$ cat config.mk
export PLATFORM = sky130hd
export DESIGN_NAME = shg_slot_mem
export DESIGN_NICKNAME = d
export VERILOG_FILES = /design/src/sv/spatial_hash_grid_index_core_assert.svh /design/src/sv/shg_slot_mem.sv
export SDC_FILE = /design/constraint.sdc
export NUM_CORES = 2
export LEC_CHECK = 0
export BUFFER_PORTS_ARGS = -buffer_cell sky130_fd_sc_hd__buf_2
export CORE_MARGIN = 4
export CORE_UTILIZATION = 30
export CTS_BUF_LIST = sky130_fd_sc_hd__clkbuf_4
export DETAILED_ROUTE_END_ITERATION = 10
export MAX_ROUTING_LAYER = met4
export PLACE_DENSITY = 0.52
export SYNTH_ARGS = -nofsm -noshare
export SYNTH_HDL_FRONTEND = slang
export SYNTH_SLANG_ARGS = --single-unit
$ cat constraint.sdc
create_clock -name i_clk -period 4.8 [get_ports i_clk]
set_clock_uncertainty 0.2 [all_clocks]
set_input_delay 1.2 -clock i_clk [delete_from_list [all_inputs] [get_ports i_clk]]
set_output_delay 1.2 -clock i_clk [all_outputs]
set_load 0.005 [all_outputs]
$ cat src/sv/spatial_hash_grid_index_core_assert.svh
// ----------------------------------------------------------------------------
// Spatial hash grid index assertion macros
// Shorthand for the concurrent checks used in the grid index RTL.
// ----------------------------------------------------------------------------
`ifndef SPATIAL_HASH_GRID_INDEX_CORE_ASSERT_SVH
`define SPATIAL_HASH_GRID_INDEX_CORE_ASSERT_SVH

// Same-cycle implication, disabled while reset is asserted.
`define SHG_ASSERT_IMP(label, clk, rst_n, ante, cons, msg) \
    label: assert property (@(posedge clk) disable iff (!(rst_n)) (ante) |-> (cons)) \
        else $error(msg);

// Next-cycle implication, disabled while reset is asserted.
`define SHG_ASSERT_NXT(label, clk, rst_n, ante, cons, msg) \
    label: assert property (@(posedge clk) disable iff (!(rst_n)) (ante) |=> (cons)) \
        else $error(msg);

`endif

$ cat src/sv/shg_slot_mem.sv
// ----------------------------------------------------------------------------
// Slot table memory
// Single-port-write, single-port-read table with a registered read.
// ----------------------------------------------------------------------------
module shg_slot_mem #(
    parameter int unsigned DEPTH = 64,
    parameter int unsigned WIDTH = 32
) (
    input  logic                     i_clk,
    input  logic                     i_rd_en,
    input  logic [$clog2(DEPTH)-1:0] i_rd_addr,
    output logic [WIDTH-1:0]         o_rd_data,
    input  logic                     i_we,
    input  logic [$clog2(DEPTH)-1:0] i_wr_addr,
    input  logic [WIDTH-1:0]         i_wr_data
);
    logic [WIDTH-1:0] r_mem [DEPTH];
    logic [WIDTH-1:0] r_rd_data;

    always_ff @(posedge i_clk) begin
        if (i_we) begin
            r_mem[i_wr_addr] <= i_wr_data;
        end
        if (i_rd_en) begin
            r_rd_data <= r_mem[i_rd_addr];
        end
    end

    assign o_rd_data = r_rd_data;

endmodule

==> impl_table.tex <==
\begin{tabular}{lr}
\hline
Metric & Value \\
\hline
\multicolumn{2}{l}{\textbf{Clock tree}} \\
\quad Clock slew seen by the registers of the worst setup and hold paths & about 60 ps \\
\quad TritonCTS clock tree & yes \\
\quad Buffers from clock root to sink, at most & 4 \\
\quad Max H-tree Level & 6 \\
\quad Number of setup buffers added after CTS & 0 \\
\quad CTS buffer count & 572 \\
\quad Clock Latency Late Sink & between 1000 and 1500 ps \\
\quad Clk sink count & 2080 \\
\quad Master cell of the clock root buffer & sky130\_fd\_sc\_hd\_\_clkbuf\_4 \\
\multicolumn{2}{l}{\textbf{Synthesis}} \\
\quad Net count after synthesis & 3371 \\
\quad Total standard cell area after synthesis & 78840 um2 \\
\quad Yosys cell types & 33 \\
\quad Avg Synthesized Cell Area & $\sim$24 um2 \\
\quad Number of warnings issued by yosys & 0 \\
\quad Gate Count Post-Synth & 3324 \\
\quad Portion of the post-synthesis area used by sequential elements & roughly four fifths \\
\quad Synth async-reset ratio & 0\% \\
\quad Register bit total from synthesis & roughly 2100 \\
\quad Dominant register cell in the synthesized netlist & sky130\_fd\_sc\_hd\_\_edfxtp\_1 \\
\quad EDFF count, synth & about 2100 \\
\multicolumn{2}{l}{\textbf{STA}} \\
\quad Upper clock frequency limit & 272.8 MHz \\
\quad Worst slew margin & between 10\% and 20\% \\
\quad Shortest period the worst path allows & 3666 ps \\
\quad Max Slew Vio Count & 0 \\
\quad Tcrit/Tclk final & $\sim$76\% \\
\quad Final hold slack & roughly 210 ps \\
\quad Setup-failing EPs final & 0 \\
\quad Count of final hold-check violations & 0 \\
\quad Post-Route Setup TNS & 0 ps \\
\quad Final Worst Setup Slack & around 1100 ps \\
\quad RSZ-0062 raised after global routing & no \\
\quad Slew at the pin closest to its max-slew limit & 1311 ps \\
\multicolumn{2}{l}{\textbf{Floorplan}} \\
\quad Number of standard-cell rows in the floorplan & 187 \\
\quad Effective utilization at floorplan & roughly 30\% \\
\quad Core region area & about 260000 um2 \\
\quad Die ar. & approximately 270000 um2 \\
\quad Top-level I/O count & 79 \\
\quad DIE HEIGHT & roughly 520 um \\
\quad Chip Width & 520.6 um \\
\multicolumn{2}{l}{\textbf{Global route}} \\
\quad Global-route wire length before repair & slightly above 300000 um \\
\quad Number of global-route vias before repair & between 40000 and 50000 \\
\quad Maximum number of pins on one net before global-route repair & 65 \\
\quad Global route total overflow & 0 \\
\quad Initial antenna violation count & 18 \\
\quad GRT Total Usage & between 10\% and 20\% \\
\multicolumn{2}{l}{\textbf{Job}} \\
\quad Number of violations of the max-capacitance limit & 0 \\
\multicolumn{2}{l}{\textbf{Critical path}} \\
\quad Largest delay contributor family on the critical path & flip-flops \\
\quad RR Endpoint & o\_rd\_data[16] \\
\quad Setup crit start kind & register \\
\quad Crit path capture type & output pin \\
\quad CP Class & register to output pin \\
\quad Worst path buffer plus inverter count & 1 \\
\quad Top fanout value on the critical path & 1 \\
\quad FF-to-FF Start & r\_mem[19][16] \\
\quad Slowest CP cell & sky130\_fd\_sc\_hd\_\_edfxtp\_1 \\
\quad Crit-path cells & buf\_2 \\
\quad CP startpoint & o\_rd\_data[25] \\
\quad Path depth of the worst reg2reg path & 4 \\
\quad Endpoint required time on the critical path & around 3400 ps \\
\quad Worst reg2reg setup slack & 2320 ps \\
\quad Max incr delay on CP & $\sim$720 ps \\
\quad Arrival @ worst endpoint & 2270 ps \\
\multicolumn{2}{l}{\textbf{Hold path}} \\
\quad Classification of the worst-slack hold path & primary input to register \\
\quad Hold path startpoint & i\_wr\_data[29] \\
\quad Worst hold endpoint & r\_mem[5][29] \\
\quad Instance count along the most critical hold path & 1 \\
\multicolumn{2}{l}{\textbf{Routing}} \\
\quad Final routed wirelength across all metal layers & around 220000 um \\
\quad Wire length per cell after detailed routing & 28.23 um \\
\quad Number of design-rule violations left by the first detailed-router iteration & 3518 \\
\quad Routed Antenna Nets & 0 \\
\quad Vias per Instance & roughly 5.0 \\
\quad Total via count after detailed routing & 39080 \\
\quad DRC Markers & 0 \\
\quad Number of iterations in the first detailed-routing pass & 7 \\
\multicolumn{2}{l}{\textbf{Power}} \\
\quad VDD IR max & between 0.2 and 0.3 mV \\
\quad Leakage & between 20 and 30 nW \\
\quad Power Density & just over 400 nW/um2 \\
\multicolumn{2}{l}{\textbf{Cells and area}} \\
\quad Final instance count without filler cells & 7846 \\
\quad Post-layout net count & roughly 4000 \\
\quad Post-layout instance area & just over 90000 um2 \\
\quad Area growth from synthesis to layout & 16.82\% \\
\quad Share of final-layout standard cells stronger than drive strength 1 & roughly two fifths \\
\multicolumn{2}{l}{\textbf{Placed design}} \\
\quad Number of input and output port buffers inserted & 78 \\
\quad Hpwl dp & between 100000 and 150000 um \\
\quad Worst slack after detailed placement & approximately 99 ps \\
\quad Placed Cells & 6908 \\
\quad Area after detailed placement & around 85000 um2 \\
\quad Final Wtd Congestion & between 0.7 and 0.8 \\
\multicolumn{2}{l}{\textbf{Status}} \\
\quad Outcome & finished clean \\
\hline
\end{tabular}
## routing by layer
| metal | GRT usage (%) | wire length (um) | up-vias |
|---|---|---|---|
| li1 | - | - | 16010 |
| met2 | 26.06 | 108600 | 1490 |
| met5 | - | 0 | - |
| met3 | 3.399 | 13660 | 258 |
| met1 | 22.00 | 95280 | 21320 |
| met4 | 4.460 | 3948 | 0 |
## cells by family after synthesis
logic type             count (synthesis)  synth area share (%)
and+or+nand+nor                      223                 1.260
AOI/OAI and AO/OA                    202                 1.666
buffers and inverters                182                 1.124
DFF                                 2080                 79.23
muxes                                637                 16.72
## sequential cells by signal, indices dropped and copies added (netlist names)
| register | cells |
|---|---|
| o_rd_data | 32 |
| r_mem | 2048 |
## worst register-to-register path, stage by stage, from the launching register on
cell and delay (ps):
sky130_fd_sc_hd__edfxtp_1 380, sky130_fd_sc_hd__mux4_2 490, sky130_fd_sc_hd__mux4_2 530, sky130_fd_sc_hd__o22ai_1 480, sky130_fd_sc_hd__nor2_1 140
## area by class of cell
class,count,area (um2)
tap,3496,4374
multi-input combinational,1062,15970
antenna,10,25.02
clock inverter,115,631.9
fill,24250,168500
timing repair buffer,271,2541
clock buffer,812,6096
sequential,2080,62460
## through the flow
stage | util (%) | total power [mW]
floorplan | - | 21.54
global placement | 32.74 | 22.50
detailed placement | 32.74 | 22.52
CTS | 35.32 | 37.79
global route | 35.33 | 38.90
finish | 35.33 | 37.22
## how the worst max path moves through the flow
stage | endpoint | depth (start not counted)
finish | o_rd_data[25] | 1
global route | o_rd_data[25] | 1
CTS | o_rd_data[25] | 1
detailed placement | o_rd_data[13] | 8
global placement | o_rd_data[13] | 8
floorplan | r_mem[48][0] | 4
## where the power goes
part / switching [mW] / internal, mW
registers: 0.0783 / 20.2
logic: 1.14 / 0.705
clock network: 7.06 / 8.08
## synth_stat cells, drive strengths merged (5+ instances only)
cell    count  area [um2]
a21oi      62       310.3
buf       108       608.1
a22oi      12       90.09
mux4      544       12250
nand2b      8       50.05
o22ai      84       525.5
mux2i      93       930.9
o221ai     27       236.5
nor2      137       514.2
edfxtp   2080       62460
nand3       5       25.02
or3b        5       43.80
a311oi      8       70.07
nand3b      5       37.54
nor2b      15       93.84
nand2      26       97.59
nor3        7       35.03
clkbuf     74       277.8
## repair_timing
item,4_1_cts,5_1_grt
hold buffers,1,0
resized for setup,0,0
endpoints found under the hold margin,1,0
setup endpoints to repair,0,0
## placed cells by master (no fill, tap or decap), types with 53 or more instances in the layout
cell and count:
sky130_fd_sc_hd__edfxtp_1 2080, sky130_fd_sc_hd__clkbuf_4 812, sky130_fd_sc_hd__mux4_2 544, sky130_fd_sc_hd__buf_4 139, sky130_fd_sc_hd__mux2i_1 93, sky130_fd_sc_hd__o22ai_1 84, sky130_fd_sc_hd__clkinv_1 82, sky130_fd_sc_hd__nor2_1 75
sky130_fd_sc_hd__buf_2 74, sky130_fd_sc_hd__a21oi_1 62, sky130_fd_sc_hd__nor2_4 62, sky130_fd_sc_hd__buf_12 53
No activity file was read; power rests on OpenSTA's default activity.
