[src/sv/spatial_hash_grid_index_core_assert.svh]
// ----------------------------------------------------------------------------
// Spatial hash grid index assertion macros
// Shorthand for the concurrent checks used in the grid index RTL.
// ----------------------------------------------------------------------------
`ifndef SPATIAL_HASH_GRID_INDEX_CORE_ASSERT_SVH
`define SPATIAL_HASH_GRID_INDEX_CORE_ASSERT_SVH

// Same-cycle implication, disabled while reset is asserted.
`define SHG_ASSERT_IMP(label, clk, rst_n, ante, cons, msg) \
    label: assert property (@(posedge clk) disable iff (!(rst_n)) (ante) |-> (cons)) \
        else $error(msg);

// Next-cycle implication, disabled while reset is asserted.
`define SHG_ASSERT_NXT(label, clk, rst_n, ante, cons, msg) \
    label: assert property (@(posedge clk) disable iff (!(rst_n)) (ante) |=> (cons)) \
        else $error(msg);

`endif

[src/sv/shg_pkg.sv]
// ----------------------------------------------------------------------------
// Spatial hash grid index package
// Shared constants, default sizes and code types of the grid index.
// ----------------------------------------------------------------------------
package shg_pkg;

    localparam int unsigned MAX_SLOTS_DEF  = 64;
    localparam int unsigned ID_BITS_DEF    = 10;
    localparam int unsigned COORD_BITS_DEF = 24;
    localparam int unsigned SEQ_BITS_DEF   = 32;

    localparam int unsigned FRAC_BITS      = 8;
    localparam int unsigned RESULT_CAP     = 64;
    localparam int unsigned CFG_W          = 16;
    localparam int unsigned CELL_SIZE_RST  = 16;
    localparam int unsigned MODE_W         = 3;
    localparam int unsigned KIND_W         = 3;
    localparam int unsigned FOUND_W        = 10;
    localparam int unsigned CNT_W          = 7;

    typedef enum logic [MODE_W-1:0] {
        MODE_INSERT = 3'd0,
        MODE_REMOVE = 3'd1,
        MODE_MOVE   = 3'd2,
        MODE_RADIUS = 3'd3,
        MODE_RECT   = 3'd4,
        MODE_CLEAR  = 3'd5,
        MODE_COUNT  = 3'd6
    } t_mode;

    typedef enum logic [KIND_W-1:0] {
        KIND_DONE    = 3'd0,
        KIND_MATCH   = 3'd1,
        KIND_NOMATCH = 3'd2,
        KIND_FULL    = 3'd3,
        KIND_COUNT   = 3'd4
    } t_kind;

endpackage

[src/sv/shg_cell_div.sv]
// ----------------------------------------------------------------------------
// Grid cell divider
// Computes floor(value / (cell_size * 2^FRAC_BITS)) one quotient bit a cycle.
// ----------------------------------------------------------------------------
module shg_cell_div #(
    parameter int unsigned IN_W = 25
) (
    input  logic                                    i_clk,
    input  logic                                    i_rst_n,
    input  logic                                    i_start,
    input  logic signed [IN_W-1:0]                  i_value,
    input  logic [shg_pkg::CFG_W-1:0]               i_cell_size,
    output logic                                    o_done,
    output logic signed [IN_W-shg_pkg::FRAC_BITS-1:0] o_cell
);
    import shg_pkg::*;

    localparam int unsigned QW  = IN_W - FRAC_BITS;
    localparam int unsigned CTW = $clog2(QW + 1);

    logic signed [IN_W-1:0] shifted;
    logic [QW-1:0]          q;
    logic [CFG_W:0]         trial;
    logic [CFG_W:0]         diff;
    logic                   ge;

    logic                   r_busy;
    logic                   r_done;
    logic                   r_neg;
    logic [CTW-1:0]         r_cnt;
    logic [CFG_W-1:0]       r_rem;
    logic [CFG_W-1:0]       r_div;
    logic [QW-1:0]          r_quo;

    assign shifted = i_value >>> FRAC_BITS;
    assign q       = shifted[QW-1:0];
    assign trial   = {r_rem, r_quo[QW-1]};
    assign diff    = trial - {1'b0, r_div};
    assign ge      = trial >= {1'b0, r_div};

    always_ff @(posedge i_clk) begin
        if (!i_rst_n) begin
            r_busy <= 1'b0;
            r_done <= 1'b0;
        end else begin
            r_done <= 1'b0;
            if (i_start) begin
                r_busy <= 1'b1;
                r_neg  <= q[QW-1];
                r_quo  <= q[QW-1] ? ~q : q;
                r_rem  <= '0;
                r_div  <= (i_cell_size == '0) ? CFG_W'(1) : i_cell_size;
                r_cnt  <= CTW'(QW);
            end else if (r_busy) begin
                r_rem <= ge ? diff[CFG_W-1:0] : trial[CFG_W-1:0];
                r_quo <= {r_quo[QW-2:0], ge};
                r_cnt <= r_cnt - CTW'(1);
                if (r_cnt == CTW'(1)) begin
                    r_busy <= 1'b0;
                    r_done <= 1'b1;
                end
            end
        end
    end

    assign o_done = r_done;
    assign o_cell = r_neg ? $signed(~r_quo) : $signed(r_quo);

endmodule

[config.mk]
export PLATFORM = sky130hd
export DESIGN_NAME = shg_cell_div
export DESIGN_NICKNAME = d
export VERILOG_FILES = /design/src/sv/spatial_hash_grid_index_core_assert.svh /design/src/sv/shg_pkg.sv /design/src/sv/shg_cell_div.sv
export SDC_FILE = /design/constraint.sdc
export NUM_CORES = 1
export LEC_CHECK = 0
export ABC_AREA = 1
export BUFFER_PORTS_ARGS = -buffer_cell sky130_fd_sc_hd__buf_2
export CORE_ASPECT_RATIO = 0.9
export CORE_MARGIN = 5
export CORE_UTILIZATION = 50
export CTS_BUF_LIST = sky130_fd_sc_hd__clkbuf_16
export DETAILED_ROUTE_END_ITERATION = 12
export PLACE_DENSITY = 0.7
export SLEW_MARGIN = 20
export SYNTH_ARGS = -nofsm -noshare
export SYNTH_HDL_FRONTEND = slang
export SYNTH_SLANG_ARGS = --single-unit
[constraint.sdc]
create_clock -name i_clk -period 6.86 [get_ports i_clk]
set_input_delay 1.372 -clock i_clk [delete_from_list [all_inputs] [get_ports i_clk]]
set_output_delay 1.372 -clock i_clk [all_outputs]
set_load 0.01 [all_outputs]
==> flow_summary_export.csv, run 1 <==
group,metric,value,unit
synth,syn-cell-area,3960,um2
cts,cts_made_buffers,9,
power_and_ir_drop,cellLeakagePower,0.002241,uW
hold_path,min-delay-path-class,"flip-flop to flip-flop",
cts,cts_tree,"built",
synth,ys_types,31,
global_route,grt_pass1_wl,14.04,mm
flow_run,maxCapViolations,0,
cells_and_area,drive_above_1_share,0.1848,
floorplan,rows,30,
timing,drv_slew,0,
detailed_routing,ant_nets,0,
floorplan,dieArea,9802,um2
timing,fin_crit,2.992,ns
global_route,grt_antenna_before_repair,0,
timing,rsz0062_at_grt,"no",
timing,fin_crit_sh,0.4362,
detailed_routing,wl_per_cell,13.34,um
timing,hold_viol,0,
cts,htreeDepth,3,
detailed_routing,vias_per_cell,5.047,
cts,cts-root-buf,"clkbuf_16",
cts,cts.sinks,57,
timing,finClkSkew,0.006949,ns
cells_and_area,nFillCells,661,
cts,ctsResizeCount,0,
cells_and_area,nNetsFinal,600,
timing,fin_setup_tns,0,ns
detailed_routing,drtIter0Drc,209,
status,status,"finished clean",
timing,fmax,334.2,MHz
floorplan,die_x,103.8,um
critical_path,critPathKind,"flip-flop to output port",
detailed_routing,dr.pass1.iters,5,
critical_path,start_kind,"flip-flop",
floorplan,start_util,0.5197,
critical_path,worstRegToRegCells,12,
detailed_routing,drt_wl_total,8.498,mm
cts,clk_pin_slew,0.05,ns
synth,synth_area_per_cell,7.952,um2
timing,tightest_slew,0.8512,ns
global_route,gr-total-overflow,0,
detailed_routing,via_count,3215,
hold_path,whs_path_depth,2,
cts,postCtsSetupRepairBufs,0,
cts,clk_path_buf_depth,2,
cells_and_area,n_antenna_cell,0,
critical_path,cp.required,5.49,ns
cells_and_area,final_util,0.5970,
synth,ys_ff_latch,57,
detailed_routing,route.detailed.drc,0,
global_route,grt_max_degree,51,
global_route,grt_pass1_vias,3120,
timing,slew_headroom,0.4325,
cells_and_area,syn_to_final_growth,14.88,%
critical_path,worst_setup_path_end_kind,"output port",
critical_path,cp_max_fo,17,
power_and_ir_drop,power.density,258.9,nW/um2
floorplan,die_h,94.43,um
placement,io_buffers,53,
cts,insertion_delay,0.33,ns
global_route,grt_usage,0.1781,
synth,yosysWarnings,0,
critical_path,cp.arrival,1.62,ns
synth,yosysSeqAreaShare,0.4272,
placement,gp_congestion,0.9147,
timing,setup_viol,0,
synth,syn_nets,561,
synth,syn-instance-count,498,
floorplan,ios,62,
floorplan,coreArea,7620,um2
placement,place_hpwl,6.074,mm
power_and_ir_drop,vdd_drop_max,0.1303,mV
cts,hold_buffers,0,
-- logic make-up after synthesis --
family | share of synthesized area
AND/OR/NAND/NOR | 0.2641
buffers and inverters | 0.1166
flip-flops | 0.4272
XOR/XNOR | 0.08847
AO/OA/AOI/OAI | 0.04171
adder cells (fa/ha/maj) | 0.06193
-- worst max-delay path: stages (launching register included) --
cell      delay [ns]
edfxtp_1        0.90
xor2_1          0.22
buf_2           0.16
-- where the power goes --
group          internal, uW  total, uW  switching, uW
logic                   101        273            172
registers               419        436           17.0
clock network           314        469            155
total                   834       1180            345
-- per-layer routing --
metal / share of wire / wire [um] / track usage / vias to the layer above
li1: - / - / - / 1630
met1: 0.46 / 3932 / 0.2295 / 1474
met2: 0.45 / 3849 / 0.2887 / 93
met3: 0.063 / 539 / 0.04306 / 18
met4: 0.021 / 176 / 0.07551 / 0
met5: 0 / 0 / 0 / -
-- placed cells by master (no fill, tap or decap), drive strengths merged --
cell    count
and2        2
nor3        3
bufinv      2
ha         18
o21a        1
inv        88
dfxtp       2
nand3b      1
clkinv      4
nor4        5
nor2       50
a21oi      10
nand3      30
or2         1
edfxtp     55
a31o        1
o21ai      19
fa          1
nand4       4
xnor2      17
nand2     140
xor2       23
clkbuf      9
buf        55
-- cell type report --
cell class / count / area [um2] / area share
Clock inverter: 6 / 83.83 / 0.01843
Multi-Input combinational cell: 326 / 1818 / 0.3996
Clock buffer: 9 / 225.2 / 0.04950
Timing Repair Buffer: 55 / 280.3 / 0.06161
Tap cell: 96 / 120.1 / 0.02640
Sequential cell: 57 / 1692 / 0.3718
Inverter: 88 / 330.3 / 0.07261
-- synthesized netlist by cell type --
library cell  number  area share
o21a_1             1      0.0019
nor2_1            47       0.045
inv_1             81       0.077
dfxtp_1            2       0.010
nand3b_1           1      0.0019
nand3_2           11       0.028
buf_2              6      0.0076
nor2_2             2      0.0032
nand2_2            4      0.0063
ha_1              18       0.057
nand4_1            4      0.0063
or2_2              1      0.0016
nand2_1          135        0.13
xor2_1            23       0.051
nand3_1           19       0.024
o21ai_1            2      0.0025
o21ai_0           17       0.021
a21oi_1            9       0.011
a21oi_2            1      0.0022
buf_6              3      0.0085
a31o_2             1      0.0022
edfxtp_1          55        0.42
nor4_1             5      0.0079
clkbuf_1          18       0.017
nor2_4             1      0.0028
nor3_1             3      0.0038
inv_2              7      0.0066
fa_1               1      0.0051
nand2_4            1      0.0028
and2_1             2      0.0032
xnor2_1           17       0.038
-- state kept, by name (all words and copies together) (netlist names) --
name and flops:
r_rem 16, r_cnt 5, o_done 1, r_div 16, r_busy 1, r_quo 17
r_neg 1
-- path summary, 6_finish.rpt --
kind | from | to | slack, ns
hold reg to reg | r_busy$_SDFF_PN0_ | o_done$_SDFF_PP0_ | 0.51
setup reg to reg | r_rem[6]$_SDFFCE_PP0P_ | r_rem[7]$_SDFFCE_PP0P_ | 4.27
hold / removal | r_busy$_SDFF_PN0_ | o_done$_SDFF_PP0_ | 0.51
setup / recovery | r_neg$_DFFE_PP_ | o_cell[2] | 3.87
-- metrics by stage --
stage	total power, uW	hold slack [ns]	cell area, um2	std cells	setup slack (ns)
finish	1178	0.5127	4549	637	3.868
global route	1240	0.5406	4549	637	3.747
CTS	1184	0.5128	4549	637	3.841
detailed placement	711.9	0.5009	4240	622	4.031
global placement	706.0	0.4964	4240	622	4.034
floorplan	644.9	0.4218	3960	498	3.071
(Power assumes the default switching activity.)
==> run 2: changes to the inputs <==
--- a/config.mk
+++ b/config.mk
@@ -5,7 +5,7 @@
 export SDC_FILE = /design/constraint.sdc
 export NUM_CORES = 1
 export LEC_CHECK = 0
-export ABC_AREA = 1
+export ABC_AREA = 0
 export BUFFER_PORTS_ARGS = -buffer_cell sky130_fd_sc_hd__buf_2
 export CORE_ASPECT_RATIO = 0.9
 export CORE_MARGIN = 5
==> constraint.sdc (replaced) <==
create_clock -name i_clk -period 2.88 [get_ports i_clk]
set_input_delay 0.576 -clock i_clk [delete_from_list [all_inputs] [get_ports i_clk]]
set_output_delay 0.576 -clock i_clk [all_outputs]
set_load 0.01 [all_outputs]
==> run 2 against run 1 <==
  * Sequential power increased by 140%
  * Worst setup slack worse by 3.7 ns
  * Largest cell class unchanged
  * Die area decreased by 4.5%
  * Critical endpoint is now r_rem[14]$_SDFFCE_PP0P_
  * Critical path depth is 8 higher
  * Clock power grew 140%
  * Via count fell by 17%
  * Wire length is 11% lower
  * Design area down 5.2%
==> flow_summary_export.csv, run 2 <==
group,metric,value,unit
floorplan,die_x,101.5,um
cts,cts.sinks,57,
synth,syn_nets,423,
synth,ys_ff_latch,57,
global_route,grt_usage,0.1693,
cts,clk_pin_slew,0.05,ns
critical_path,slowest_delay,0.42,ns
synth,synth.top_cells.by_count,"edfxtp_1 (55), nor2_1 (41), a21oi_1 (27)",
timing,final.setup.worst_slack,0.2094,ns
cts,cts_tree,"built",
cells_and_area,regArea,1692,um2
synth,synth.most_common_cell,"edfxtp_1",
timing,rsz0062_at_grt,"no",
cts,htreeDepth,3,
critical_path,start_kind,"flip-flop",
cells_and_area,regMostFlops,"r_quo",
cts,insertion_delay,0.33,ns
global_route,grt_antenna_before_repair,0,
synth,syn-instance-count,360,
placement,placed_cells,480,
timing,hold_viol,0,
synth,synthFlopType,"edfxtp_1",
cells_and_area,drive_above_1_share,0.2200,
critical_path,worstRegToRegCells,10,
critical_path,cp_cell_sequence,"inv_1 > ha_1 > fa_1 > nor2b_1 > o31a_1 > nor2_1 > o21ai_1 > mux2i_1 > a31o_1 > a21oi_1",
critical_path,worstReg2RegStart,"r_quo[16]$_DFFE_PP_",
cells_and_area,nFillCells,653,
placement,io_buffers,53,
cells_and_area,layout_common_cells,"edfxtp_1 (55), buf_2 (53), nor2_1 (41), a21oi_1 (27), xnor2_1 (25)",
floorplan,ios,62,
critical_path,cp.required,2.95,ns
cells_and_area,final_cells,496,
timing,fin_crit,2.671,ns
placement,dp_slack,0.2393,ns
detailed_routing,vias_per_cell,5.375,
detailed_routing,via_count,2666,
cells_and_area,n_antenna_cell,0,
synth,synth_area_leaders,"edfxtp_1 (44%), ha_1 (6.0%), xnor2_1 (5.8%)",
detailed_routing,ant_nets,0,
synth,synth_edf_count,55,
timing,setup_viol,0,
critical_path,cp.arrival,2.74,ns
power_and_ir_drop,total_power,2835,uW
status,status,"finished clean",
power_and_ir_drop,power.density,657.1,nW/um2
cells_and_area,multiInputGateArea,1808,um2
timing,fin_crit_sh,0.9273,
critical_path,crit_start,"r_quo[16]$_DFFE_PP_",
placement,gp_congestion,0.8210,
timing,fmax,374.5,MHz
cells_and_area,nNetsFinal,458,
floorplan,rows,30,
timing,finClkSkew,0.008362,ns
timing,slew_headroom,0.4216,
critical_path,cp_max_fo,3,
cts,hold_buffers,0,
flow_run,maxCapViolations,0,
synth,syn-cell-area,3764,um2
global_route,grt_pass1_wl,12.42,mm
critical_path,critPathKind,"flip-flop to flip-flop",
synth,ys_types,57,
global_route,grt_pass1_vias,2625,
hold_path,min-delay-path-class,"input port to flip-flop",
detailed_routing,route.detailed.drc,0,
synth,yosysWarnings,0,
global_route,gr-total-overflow,0,
detailed_routing,dr.pass1.iters,4,
cts,postCtsSetupRepairBufs,0,
placement,place_hpwl,5.245,mm
timing,tightest_slew,0.8676,ns
synth,synth_area_per_cell,10.45,um2
cells_and_area,syn_to_final_growth,14.63,%
floorplan,die_h,92.31,um
critical_path,cp_slowest_cell,"fa_1",
cts,ctsResizeCount,0,
detailed_routing,wl_per_cell,15.21,um
detailed_routing,drt_wl_total,7.542,mm
detailed_routing,drtIter0Drc,173,
cts,clk_path_buf_depth,2,
floorplan,coreArea,7432,um2
cts,cts_made_buffers,9,
timing,drv_slew,0,
power_and_ir_drop,vdd_drop_max,0.5015,mV
floorplan,start_util,0.5064,
hold_path,whs_path_depth,1,
cts,cts-root-buf,"clkbuf_16",
floorplan,dieArea,9364,um2
cells_and_area,largestRegisters,"r_quo (17), r_div (16), r_rem (16)",
hold_path,hold_start,"i_cell_size[3]",
synth,synth_top_cell_area_share,0.4388,
timing,fin_setup_tns,0,ns
power_and_ir_drop,cellLeakagePower,0.001762,uW
global_route,grt_max_degree,40,
synth,synth.largest_area_cell,"edfxtp_1",
synth,async_flop_share,0,
synth,yosysSeqAreaShare,0.4495,
critical_path,worst_setup_path_end_kind,"flip-flop",
cells_and_area,layout_commonest_cell,"edfxtp_1",
cells_and_area,largest_reg_flops,17,
run 2: cell count changes after synthesis, moves of 5 or more:
cell     change
nand2_1    -122
inv_1       -59
a21oi_1     +18
mux2i_1     +16
nand3_1     -14
nand3_2     -11
o21ai_0     -10
xnor2_1      +8
inv_2        -7
nor2_1       -6
nor2b_1      +6
and3_1       +5
run 2: routing by layer:
layer / track usage / wire length, um
met2: 0.2712 / 3649
met5: 0 / 0
met4: 0.06423 / 184
met3: 0.05120 / 271
met1: 0.2141 / 3436
run 2: final timing paths:
kind	slack, ns	to
setup / recovery	0.21	r_rem[14]$_SDFFCE_PP0P_
hold / removal	0.44	r_div[3]$_SDFFCE_PN0P_
setup reg to reg	0.21	r_rem[14]$_SDFFCE_PP0P_
hold reg to reg	0.52	o_done$_SDFF_PP0_
run 2: area by class of cell:
| type | count | area share |
|---|---|---|
| multi-input cells | 249 | 0.4191 |
| flip-flops and latches | 57 | 0.3921 |
| repair buffers | 56 | 0.06961 |
| clock buffers | 9 | 0.05220 |
| well taps | 96 | 0.02784 |
| clock inverters | 7 | 0.02001 |
| inverters | 22 | 0.01914 |
run 2: critical path: cells and delay by family, from the launching register on:
| kind | cells | cell delay, ns |
|---|---|---|
| AOI/OAI and AO/OA | 4 | 0.83 |
| adders and majority gates | 2 | 0.63 |
| DFF | 1 | 0.35 |
| muxes | 1 | 0.28 |
| and+or+nand+nor | 2 | 0.23 |
| buffers and inverters | 1 | 0.08 |
run 2: cells by family after synthesis:
| family | after synthesis | share of synthesized area |
|---|---|---|
| AOI/OAI and AO/OA | 70 | 0.1333 |
| xor gates and xnor gates | 44 | 0.1024 |
| adders and majority gates | 19 | 0.06516 |
| buffers and inverters | 54 | 0.07015 |
| DFF | 57 | 0.4495 |
| muxes | 16 | 0.04255 |
| and+or+nand+nor | 100 | 0.1370 |
run 2: metrics by stage:
| stage | util | area, um2 | hold slack [ns] |
|---|---|---|---|
| detailed placement | 0.5386 | 4003 | 0.5216 |
| CTS | 0.5805 | 4314 | 0.4325 |
| global route | 0.5805 | 4314 | 0.4337 |
| floorplan | - | 3764 | 0.4991 |
| global placement | 0.5386 | 4003 | 0.5145 |
| finish | 0.5805 | 4314 | 0.4395 |
run 2: power breakdown:
| group | total (uW) | switching, uW | internal, uW |
|---|---|---|---|
| Clock | 1110 | 366 | 748 |
| Sequential | 1040 | 41.9 | 1000 |
| Combinational | 680 | 375 | 304 |
| Total | 2830 | 783 | 2050 |
